[src/hdl/lifet_pkg.sv]
`default_nettype none
package lifet_pkg;

  localparam int WORD_W    = 32;
  localparam int FRAC_BITS = 15;
  localparam int CNT_W     = 16;
  localparam int DECAY_W   = 16;
  localparam int CFG_IDX_W = 3;
  localparam int OP_W      = WORD_W + 1;
  localparam int PROD_W    = 2 * OP_W;
  localparam int SUM_W     = WORD_W + 2;

  typedef logic signed [WORD_W-1:0] word_t;
  typedef logic signed [OP_W-1:0]   op_t;
  typedef logic signed [PROD_W-1:0] prod_t;
  typedef logic signed [SUM_W-1:0]  sum_t;

  localparam word_t WORD_MAX = {1'b0, {(WORD_W-1){1'b1}}};
  localparam word_t WORD_MIN = {1'b1, {(WORD_W-1){1'b0}}};
  localparam word_t FX_ONE   = word_t'(1) <<< FRAC_BITS;

  typedef enum logic [CFG_IDX_W-1:0] {
    REG_REST_V    = 3'd0,
    REG_RESET_V   = 3'd1,
    REG_OFFSET_I  = 3'd2,
    REG_RESIST    = 3'd3,
    REG_MEM_DECAY = 3'd4,
    REG_ERR_DECAY = 3'd5,
    REG_REFRAC    = 3'd6
  } cfg_idx_t;

  function automatic word_t sat_sum(input sum_t v);
    logic [SUM_W-WORD_W:0] hi;
    hi = v[SUM_W-1:WORD_W-1];
    if (hi == '0 || hi == '1) return v[WORD_W-1:0];
    else if (v[SUM_W-1]) return WORD_MIN;
    else return WORD_MAX;
  endfunction

  function automatic sum_t sx(input word_t v);
    return sum_t'(v);
  endfunction

endpackage
`default_nettype wire

[src/hdl/lifet_in_if.sv]
`default_nettype none
interface lifet_in_if;
  logic                   valid;
  logic                   ready;
  logic                   mode;
  lifet_pkg::word_t       excitatory_current;
  lifet_pkg::word_t       inhibitory_current;
  lifet_pkg::word_t       bias_current;

  modport source(output valid, mode, excitatory_current, inhibitory_current, bias_current,
                 input ready);
  modport sink(input valid, mode, excitatory_current, inhibitory_current, bias_current,
               output ready);
endinterface
`default_nettype wire

[src/hdl/lifet_out_if.sv]
`default_nettype none
interface lifet_out_if;
  logic                   valid;
  logic                   ready;
  lifet_pkg::word_t       membrane_voltage;
  lifet_pkg::word_t       error_trace;

  modport source(output valid, membrane_voltage, error_trace, input ready);
  modport sink(input valid, membrane_voltage, error_trace, output ready);
endinterface
`default_nettype wire

[src/hdl/lifet_mul.sv]
`default_nettype none
// shared multiply, floor shift by the fraction width, saturate
module lifet_mul (
  input  wire logic             clk,
  input  wire lifet_pkg::op_t   op_a,
  input  wire lifet_pkg::op_t   op_b,
  output lifet_pkg::word_t      res
);

  lifet_pkg::prod_t prod_r;
  lifet_pkg::prod_t shifted;
  logic [lifet_pkg::PROD_W-lifet_pkg::WORD_W:0] hi;

  always_ff @(posedge clk) begin
    prod_r <= op_a * op_b;
  end

  always_comb begin
    shifted = prod_r >>> lifet_pkg::FRAC_BITS;
    hi      = shifted[lifet_pkg::PROD_W-1:lifet_pkg::WORD_W-1];
    if (hi == '0 || hi == '1) res = shifted[lifet_pkg::WORD_W-1:0];
    else if (shifted[lifet_pkg::PROD_W-1]) res = lifet_pkg::WORD_MIN;
    else res = lifet_pkg::WORD_MAX;
  end

endmodule
`default_nettype wire

[src/hdl/lif_neuron_with_error_trace_core.sv]
`default_nettype none
// channel  dir  handshake      payload
// in_if    in   valid/ready    mode, excitatory/inhibitory/bias current
// out_if   out  valid/ready    membrane_voltage, error_trace
// cfg_*    in   cfg_we only    cfg_index, cfg_wdata
//
// Timestep item: ST_SUM, ST_MUL_R, ST_ALPHA, ST_DIFF, ST_MUL_D, ST_VOLT,
// ST_ERR_WB, ST_FIN; refractory timestep ST_MUL_E, ST_ERR_WB, ST_FIN; spike
// event ST_FIN. Next item accepted after the result loads. Synchronous
// active-low reset resets only control, state and config registers.
// A waiting result holds the sequencer in its last state; in_if.ready stays
// high while the result register is full and the block is otherwise idle.
module lif_neuron_with_error_trace_core (
  input  wire logic                              clk,
  input  wire logic                              rst_n,
  lifet_in_if.sink                               in_if,
  lifet_out_if.source                            out_if,
  input  wire logic                              cfg_we,
  input  wire logic [lifet_pkg::CFG_IDX_W-1:0]   cfg_index,
  input  wire logic [lifet_pkg::WORD_W-1:0]      cfg_wdata
);

  typedef enum logic [9:0] {
    ST_IDLE   = 10'b0000000001,
    ST_SUM    = 10'b0000000010,
    ST_MUL_R  = 10'b0000000100,
    ST_ALPHA  = 10'b0000001000,
    ST_DIFF   = 10'b0000010000,
    ST_MUL_D  = 10'b0000100000,
    ST_VOLT   = 10'b0001000000,
    ST_MUL_E  = 10'b0010000000,
    ST_ERR_WB = 10'b0100000000,
    ST_FIN    = 10'b1000000000
  } state_t;

  state_t state_r, state_nxt;

  lifet_pkg::word_t rest_r, reset_v_r, offset_r, resist_r;
  logic [lifet_pkg::DECAY_W-1:0] mdecay_r, edecay_r;
  logic [lifet_pkg::CNT_W-1:0]   refrac_r;

  lifet_pkg::word_t voltage_r, voltage_nxt;
  lifet_pkg::word_t error_r, error_nxt;
  logic [lifet_pkg::CNT_W-1:0] cnt_r, cnt_nxt;

  lifet_pkg::word_t exc_r, inh_r, bias_r;
  lifet_pkg::word_t work_r, work_nxt;
  lifet_pkg::word_t alpha_r, alpha_nxt;

  logic             out_valid_r, out_valid_nxt;
  lifet_pkg::word_t out_v_r, out_e_r;

  lifet_pkg::op_t   op_a, op_b;
  lifet_pkg::word_t mul_res;

  logic in_acc, slot_free;

  assign in_if.ready         = (state_r == ST_IDLE);
  assign in_acc              = in_if.valid && in_if.ready;
  assign slot_free           = !out_valid_r || out_if.ready;
  assign out_if.valid        = out_valid_r;
  assign out_if.membrane_voltage = out_v_r;
  assign out_if.error_trace  = out_e_r;

  lifet_mul u_mul (
    .clk  (clk),
    .op_a (op_a),
    .op_b (op_b),
    .res  (mul_res)
  );

  always_comb begin
    unique case (state_r)
      ST_MUL_R: begin
        op_a = lifet_pkg::op_t'(work_r);
        op_b = lifet_pkg::op_t'(resist_r);
      end
      ST_MUL_D: begin
        op_a = lifet_pkg::op_t'({1'b0, mdecay_r});
        op_b = lifet_pkg::op_t'(work_r);
      end
      default: begin
        op_a = lifet_pkg::op_t'(error_r);
        op_b = lifet_pkg::op_t'({1'b0, edecay_r});
      end
    endcase
  end

  always_comb begin
    state_nxt     = state_r;
    voltage_nxt   = voltage_r;
    error_nxt     = error_r;
    cnt_nxt       = cnt_r;
    work_nxt      = work_r;
    alpha_nxt     = alpha_r;
    out_valid_nxt = out_valid_r && !out_if.ready;
    unique case (state_r)
      ST_IDLE: begin
        if (in_acc) begin
          if (in_if.mode) begin
            voltage_nxt = reset_v_r;
            cnt_nxt     = refrac_r;
            error_nxt   = lifet_pkg::sat_sum(lifet_pkg::sx(error_r)
                                             + lifet_pkg::sx(lifet_pkg::FX_ONE));
            state_nxt   = ST_FIN;
          end else if (cnt_r != '0) begin
            cnt_nxt   = cnt_r - 1'b1;
            state_nxt = ST_MUL_E;
          end else begin
            state_nxt = ST_SUM;
          end
        end
      end
      ST_SUM: begin
        work_nxt  = lifet_pkg::sat_sum(lifet_pkg::sx(exc_r) - lifet_pkg::sx(inh_r)
                                       + lifet_pkg::sx(bias_r) + lifet_pkg::sx(offset_r));
        state_nxt = ST_MUL_R;
      end
      ST_MUL_R: state_nxt = ST_ALPHA;
      ST_ALPHA: begin
        alpha_nxt = lifet_pkg::sat_sum(lifet_pkg::sx(mul_res) + lifet_pkg::sx(rest_r));
        state_nxt = ST_DIFF;
      end
      ST_DIFF: begin
        work_nxt  = lifet_pkg::sat_sum(lifet_pkg::sx(alpha_r) - lifet_pkg::sx(voltage_r));
        state_nxt = ST_MUL_D;
      end
      ST_MUL_D: state_nxt = ST_VOLT;
      ST_VOLT: begin
        // error product launched here as well
        voltage_nxt = lifet_pkg::sat_sum(lifet_pkg::sx(alpha_r) - lifet_pkg::sx(mul_res));
        state_nxt   = ST_ERR_WB;
      end
      ST_MUL_E: state_nxt = ST_ERR_WB;
      ST_ERR_WB: begin
        error_nxt = mul_res;
        state_nxt = ST_FIN;
      end
      ST_FIN: begin
        if (slot_free) begin
          out_valid_nxt = 1'b1;
          state_nxt     = ST_IDLE;
        end
      end
      default: state_nxt = ST_IDLE;
    endcase
  end

  always_ff @(posedge clk) begin
    if (!rst_n) begin
      state_r     <= ST_IDLE;
      out_valid_r <= 1'b0;
      voltage_r   <= '0;
      error_r     <= '0;
      cnt_r       <= '0;
      rest_r      <= '0;
      reset_v_r   <= '0;
      offset_r    <= '0;
      resist_r    <= lifet_pkg::FX_ONE;
      mdecay_r    <= '0;
      edecay_r    <= '0;
      refrac_r    <= '0;
    end else begin
      state_r     <= state_nxt;
      out_valid_r <= out_valid_nxt;
      voltage_r   <= voltage_nxt;
      error_r     <= error_nxt;
      cnt_r       <= cnt_nxt;
      if (cfg_we) begin
        unique case (cfg_index)
          lifet_pkg::REG_REST_V:    rest_r    <= cfg_wdata;
          lifet_pkg::REG_RESET_V:   reset_v_r <= cfg_wdata;
          lifet_pkg::REG_OFFSET_I:  offset_r  <= cfg_wdata;
          lifet_pkg::REG_RESIST:    resist_r  <= cfg_wdata;
          lifet_pkg::REG_MEM_DECAY: mdecay_r  <= cfg_wdata[lifet_pkg::DECAY_W-1:0];
          lifet_pkg::REG_ERR_DECAY: edecay_r  <= cfg_wdata[lifet_pkg::DECAY_W-1:0];
          lifet_pkg::REG_REFRAC:    refrac_r  <= cfg_wdata[lifet_pkg::CNT_W-1:0];
          default: ;
        endcase
      end
    end
  end

  always_ff @(posedge clk) begin
    work_r  <= work_nxt;
    alpha_r <= alpha_nxt;
    if (in_acc) begin
      exc_r  <= in_if.excitatory_current;
      inh_r  <= in_if.inhibitory_current;
      bias_r <= in_if.bias_current;
    end
    if (state_r == ST_FIN && slot_free) begin
      out_v_r <= voltage_r;
      out_e_r <= error_r;
    end
  end

  a_spike_reload: assert property (@(posedge clk) disable iff (!rst_n)
    (in_acc && in_if.mode) |=> (voltage_r == $past(reset_v_r) && cnt_r == $past(refrac_r)))
    else $error("spike did not reload voltage and count");

  a_refrac_dec: assert property (@(posedge clk) disable iff (!rst_n)
    (in_acc && !in_if.mode && cnt_r != '0) |=>
      (cnt_r == $past(cnt_r) - 1'b1 && voltage_r == $past(voltage_r)))
    else $error("refractory step changed voltage or miscounted");

  a_err_wb: assert property (@(posedge clk) disable iff (!rst_n)
    (state_r == ST_ERR_WB) |=> (error_r == $past(mul_res) && state_r == ST_FIN))
    else $error("error trace not written from shared unit");

  a_fin_load: assert property (@(posedge clk) disable iff (!rst_n)
    (state_r == ST_FIN && slot_free) |=>
      (out_valid_r && out_v_r == $past(voltage_r) && out_e_r == $past(error_r)))
    else $error("result register not loaded");

  a_no_accept_busy: assert property (@(posedge clk) disable iff (!rst_n)
    (state_r != ST_IDLE) |-> !in_acc)
    else $error("item accepted while busy");

endmodule
`default_nettype wire

[src/flat_wrapper.sv]
// flat-port wrapper written by rule: the top's interface ports become plain ports
module lif_neuron_with_error_trace_core_flat 
  (clk, rst_n, cfg_we, cfg_index, cfg_wdata, in_if_valid, in_if_mode, in_if_excitatory_current, in_if_inhibitory_current, in_if_bias_current, in_if_ready, out_if_valid, out_if_membrane_voltage, out_if_error_trace, out_if_ready);
  lifet_in_if in_if_i ();
  lifet_out_if out_if_i ();
  input  wire logic clk;
  input  wire logic rst_n;
  input  wire logic cfg_we;
  input  wire logic [lifet_pkg::CFG_IDX_W-1:0] cfg_index;
  input  wire logic [lifet_pkg::WORD_W-1:0] cfg_wdata;
  input wire logic [$bits(in_if_i.valid)-1:0] in_if_valid;
  input wire logic [$bits(in_if_i.mode)-1:0] in_if_mode;
  input wire logic [$bits(in_if_i.excitatory_current)-1:0] in_if_excitatory_current;
  input wire logic [$bits(in_if_i.inhibitory_current)-1:0] in_if_inhibitory_current;
  input wire logic [$bits(in_if_i.bias_current)-1:0] in_if_bias_current;
  output wire logic [$bits(in_if_i.ready)-1:0] in_if_ready;
  output wire logic [$bits(out_if_i.valid)-1:0] out_if_valid;
  output wire logic [$bits(out_if_i.membrane_voltage)-1:0] out_if_membrane_voltage;
  output wire logic [$bits(out_if_i.error_trace)-1:0] out_if_error_trace;
  input wire logic [$bits(out_if_i.ready)-1:0] out_if_ready;
  assign in_if_i.valid = in_if_valid;
  assign in_if_i.mode = in_if_mode;
  assign in_if_i.excitatory_current = in_if_excitatory_current;
  assign in_if_i.inhibitory_current = in_if_inhibitory_current;
  assign in_if_i.bias_current = in_if_bias_current;
  assign in_if_ready = in_if_i.ready;
  assign out_if_valid = out_if_i.valid;
  assign out_if_membrane_voltage = out_if_i.membrane_voltage;
  assign out_if_error_trace = out_if_i.error_trace;
  assign out_if_i.ready = out_if_ready;
  lif_neuron_with_error_trace_core u_core (.clk(clk), .rst_n(rst_n), .in_if(in_if_i), .out_if(out_if_i), .cfg_we(cfg_we), .cfg_index(cfg_index), .cfg_wdata(cfg_wdata));
endmodule
[config.mk]
export PLATFORM = sky130hd
export DESIGN_NAME = lif_neuron_with_error_trace_core_flat
export DESIGN_NICKNAME = d
export VERILOG_FILES = /design/src/hdl/lifet_pkg.sv /design/src/hdl/lifet_in_if.sv /design/src/hdl/lifet_out_if.sv /design/src/hdl/lifet_mul.sv /design/src/hdl/lif_neuron_with_error_trace_core.sv /design/src/flat_wrapper.sv
export SDC_FILE = /design/constraint.sdc
export NUM_CORES = 2
export LEC_CHECK = 0
export ABC_CLOCK_PERIOD_IN_PS = 10600
export CAP_MARGIN = 10
export CORE_MARGIN = 2
export CORE_UTILIZATION = 60
export DETAILED_ROUTE_END_ITERATION = 12
export DONT_BUFFER_PORTS = 1
export GPL_TIMING_DRIVEN = 0
export PLACE_DENSITY = 0.79
export SLEW_MARGIN = 20
export SYNTH_ARGS = -nofsm -noshare
export SYNTH_HDL_FRONTEND = slang
export SYNTH_SLANG_ARGS = --single-unit
[constraint.sdc]
create_clock -name clk -period 10.6 [get_ports clk]
set_clock_uncertainty 0.15 [all_clocks]
set_input_delay 0.53 -clock clk [delete_from_list [all_inputs] [get_ports clk]]
set_output_delay 0.53 -clock clk [all_outputs]
set_load 0.03 [all_outputs]
==> flow_metrics.env <==
export IMPL_status="complete, no violations"
export IMPL_die_y_um=335.9
export IMPL_power_uw=15610
export IMPL_synth_simple_gate_area_frac=0.1365
export IMPL_rows=121
export IMPL_path_clk_slew_ns=0.08
export IMPL_syn_num_nets=8986
export IMPL_start_kind="flip-flop"
export IMPL_drv_cap=0
export IMPL_path_common_cell="fa_1"
export IMPL_finalHoldViolations=0
export IMPL_maxSlewHeadroom=0.1812
export IMPL_place_area_um2=68730
export IMPL_p_per_area_nw_per_um2=212.4
export IMPL_synthAdderAreaFrac=0.4262
export IMPL_area_growth_pct=11.24
export IMPL_fmax_ghz=0.09438
export IMPL_pin_count=203
export IMPL_hpwl_um=218400
export IMPL_yosysMostFrequentCell="inv_1"
export IMPL_drcViolationCount=0
export IMPL_ys_seq_area_frac=0.1981
export IMPL_crit_type="flip-flop to flip-flop"
export IMPL_final_util=0.6745
export IMPL_via_count=58579
export IMPL_tightest_slew_ns=1.219
export IMPL_antenna_left=0
export IMPL_cts_tree="done"
export IMPL_gp_congestion=1.101
export IMPL_critPathRequiredTime_ns=11.02
export IMPL_grt_start_max_net_pins=68
export IMPL_timing_final_max_slew_violations=0
export IMPL_via_per_inst=6.459
export IMPL_netlist_area_leader_share=0.3602
export IMPL_seqCellArea_um2=13090
export IMPL_multiInputGateArea_um2=47510
export IMPL_fin_nets=9258
export IMPL_ys_ff_latch=542
export IMPL_yosysWarningCount=0
export IMPL_grt_overflow=0
export IMPL_synth_area_leaders="fa_1 (36%), edfxtp_1 (10%), dfxtp_1 (9.6%)"
export IMPL_synth_edf_count=224
export IMPL_drt_initial_drc_count=7519
export IMPL_synth_avg_cell_area_um2=9.034
export IMPL_cts_root_buffer="clkbuf_16"
export IMPL_yosys_cell_types_count=85
export IMPL_synth_top_cells_by_count="inv_1 (1339), fa_1 (1189), nand2_1 (955)"
export IMPL_synth_compound_area_frac=0.1156
export IMPL_crit_slowest_cell="a221o_2"
export IMPL_dieWidth_um=335.9
export IMPL_drt_pass1_iter_count=7
export IMPL_die_area_um2=112800
export IMPL_numClockSinks=542
export IMPL_synth_top_area_cell="fa_1"
export IMPL_synthCells=7316
export IMPL_critical_path_arrival_ns=11.01
export IMPL_numCtsBuffers=54
export IMPL_drive_gt1_frac=0.07350
export IMPL_grt_pass1_wl_um=401200
export IMPL_cts_htree_levels=2
export IMPL_critPathMaxStageDelay_ns=0.59
export IMPL_track_usage=0.5011
export IMPL_fillers=8594
export IMPL_synthXorXnorAreaFrac=0.02226
export IMPL_synth_area_mux_share=0.004392
export IMPL_ctsLongestPathBuffers=3
export IMPL_min_period_over_period=0.9996
export IMPL_clk_latency_ns=0.70
export IMPL_ys_flop_type="dfxtp_1"
export IMPL_syn_cell_area_um2=66090
export IMPL_grt_pass1_vias=58829
export IMPL_io_buffers=0
export IMPL_antenna_found_initial=25
export IMPL_routed_wire_length_per_instance_um=30.90
export IMPL_setup_viol=0
export IMPL_period_minus_slack_ns=10.60
export IMPL_synthArstFlopShare=0
export IMPL_coreArea_um2=109000
export IMPL_final_area_um2=73520
export IMPL_p_leak_uw=0.03389
export IMPL_worst_hold_path_type="input port to flip-flop"
export IMPL_routed_wirelength_um=280200
export IMPL_synth_top_family_by_area="adder cells"
export IMPL_peakVddDrop_uv=350.1
export IMPL_start_util=0.6063
export IMPL_cp_max_fo=10
export IMPL_cp_end_kind="flip-flop"
registers in the layout, indices dropped and copies added (netlist names), 16 cells and up:
signal                          count
u_core.u_mul.prod_r                51
u_core.alpha_r                     32
u_core.rest_r                      32
u_core.work_r                      32
u_core.out_if.error_trace          32
u_core.inh_r                       32
u_core.out_if.membrane_voltage     32
u_core.refrac_r                    16
u_core.reset_v_r                   32
u_core.resist_r                    32
u_core.edecay_r                    16
u_core.error_r                     32
u_core.cnt_r                       16
u_core.mdecay_r                    16
u_core.bias_r                      32
u_core.voltage_r                   32
u_core.offset_r                    32
u_core.exc_r                       32
final timing paths:
check / start / end / slack [ns] / cells past startpoint
worst max-delay path: u_core.state_r[6] / u_core.u_mul.prod_r[62] / 0.005 / 33
worst min-delay path: cfg_index[0] / u_core.rest_r[0] / 0.09 / 3
worst max register to register: u_core.state_r[6] / u_core.u_mul.prod_r[62] / 0.005 / 33
worst min register to register: u_core.edecay_r[9] / u_core.edecay_r[9] / 0.30 / 2
worst max-delay path, delay by kind of cell (launching register included):
| family | cells | cell delay (ns) |
|---|---|---|
| flops | 1 | 0.31 |
| buf+inv | 11 | 1.90 |
| simple gates | 6 | 1.42 |
| compound gates | 6 | 1.87 |
| fa+ha+maj | 9 | 4.66 |
| xor+xnor | 1 | 0.13 |
power breakdown:
| group | internal (uW) | switching [uW] |
|---|---|---|
| Combinational | 3390 | 6960 |
| Sequential | 2780 | 332 |
| Clock | 1160 | 989 |
area by class of cell:
type,count,share of cell area
antenna,22,0.0007488
clock inverter,42,0.007556
clock buffer,59,0.01864
timing repair buffer,239,0.03261
buffer,343,0.02359
tap,1414,0.02406
multi-input combinational,5069,0.6462
sequential,542,0.1781
inverter,1339,0.06855
logic make-up after synthesis:
group                      after synthesis
buffers and inverters                 1705
adders and majority gates             1539
AOI/OAI and AO/OA                     1202
xor gates and xnor gates               168
and+or+nand+nor                       2132
muxes                                   28
DFF                                    542
per-layer routing:
metal | track usage | part of all wire | vias up | wire (um)
met4 | 0.4009 | 0.10 | 18 | 29090
met5 | 0.0008511 | 0.00060 | - | 167
li1 | - | - | 23698 | -
met1 | 0.6027 | 0.34 | 28829 | 94060
met3 | 0.1905 | 0.15 | 1397 | 40680
met2 | 0.7212 | 0.41 | 4637 | 116200
per-stage QoR:
stage	worst slack, ns	hold WS, ns	setup TNS, ns	instances
finish	0.004630	0.08775	0	9069
global route	-0.1620	0.08764	-0.5513	9050
global placement	-5.798	0.2891	-164.34	8730
floorplan	0.7376	0.2564	0	7316
CTS	-0.03860	0.06040	-0.07381	9021
detailed placement	-2.285	0.2927	-60.20	8776
timing repair:
action	CTS	global route
endpoints found under the hold margin	273	0
setup endpoints to repair	42	29
pin swaps	15	17
hold buffers	131	0
setup buffers	30	31
resized for setup	310	120
cell usage in the layout (no fill, tap or decap), types with 56 or more instances in the layout:
cell,count
a21o_1,87
edfxtp_1,224
nor3_1,56
xnor2_1,125
dfxtp_1,318
nor2_1,755
buf_4,81
fa_1,1182
a21oi_1,439
o21ai_0,199
dlygate4sd3_1,131
inv_1,1331
clkbuf_1,187
nand2_1,950
ha_1,335
clkbuf_2,78
(Power assumes the default switching activity.)
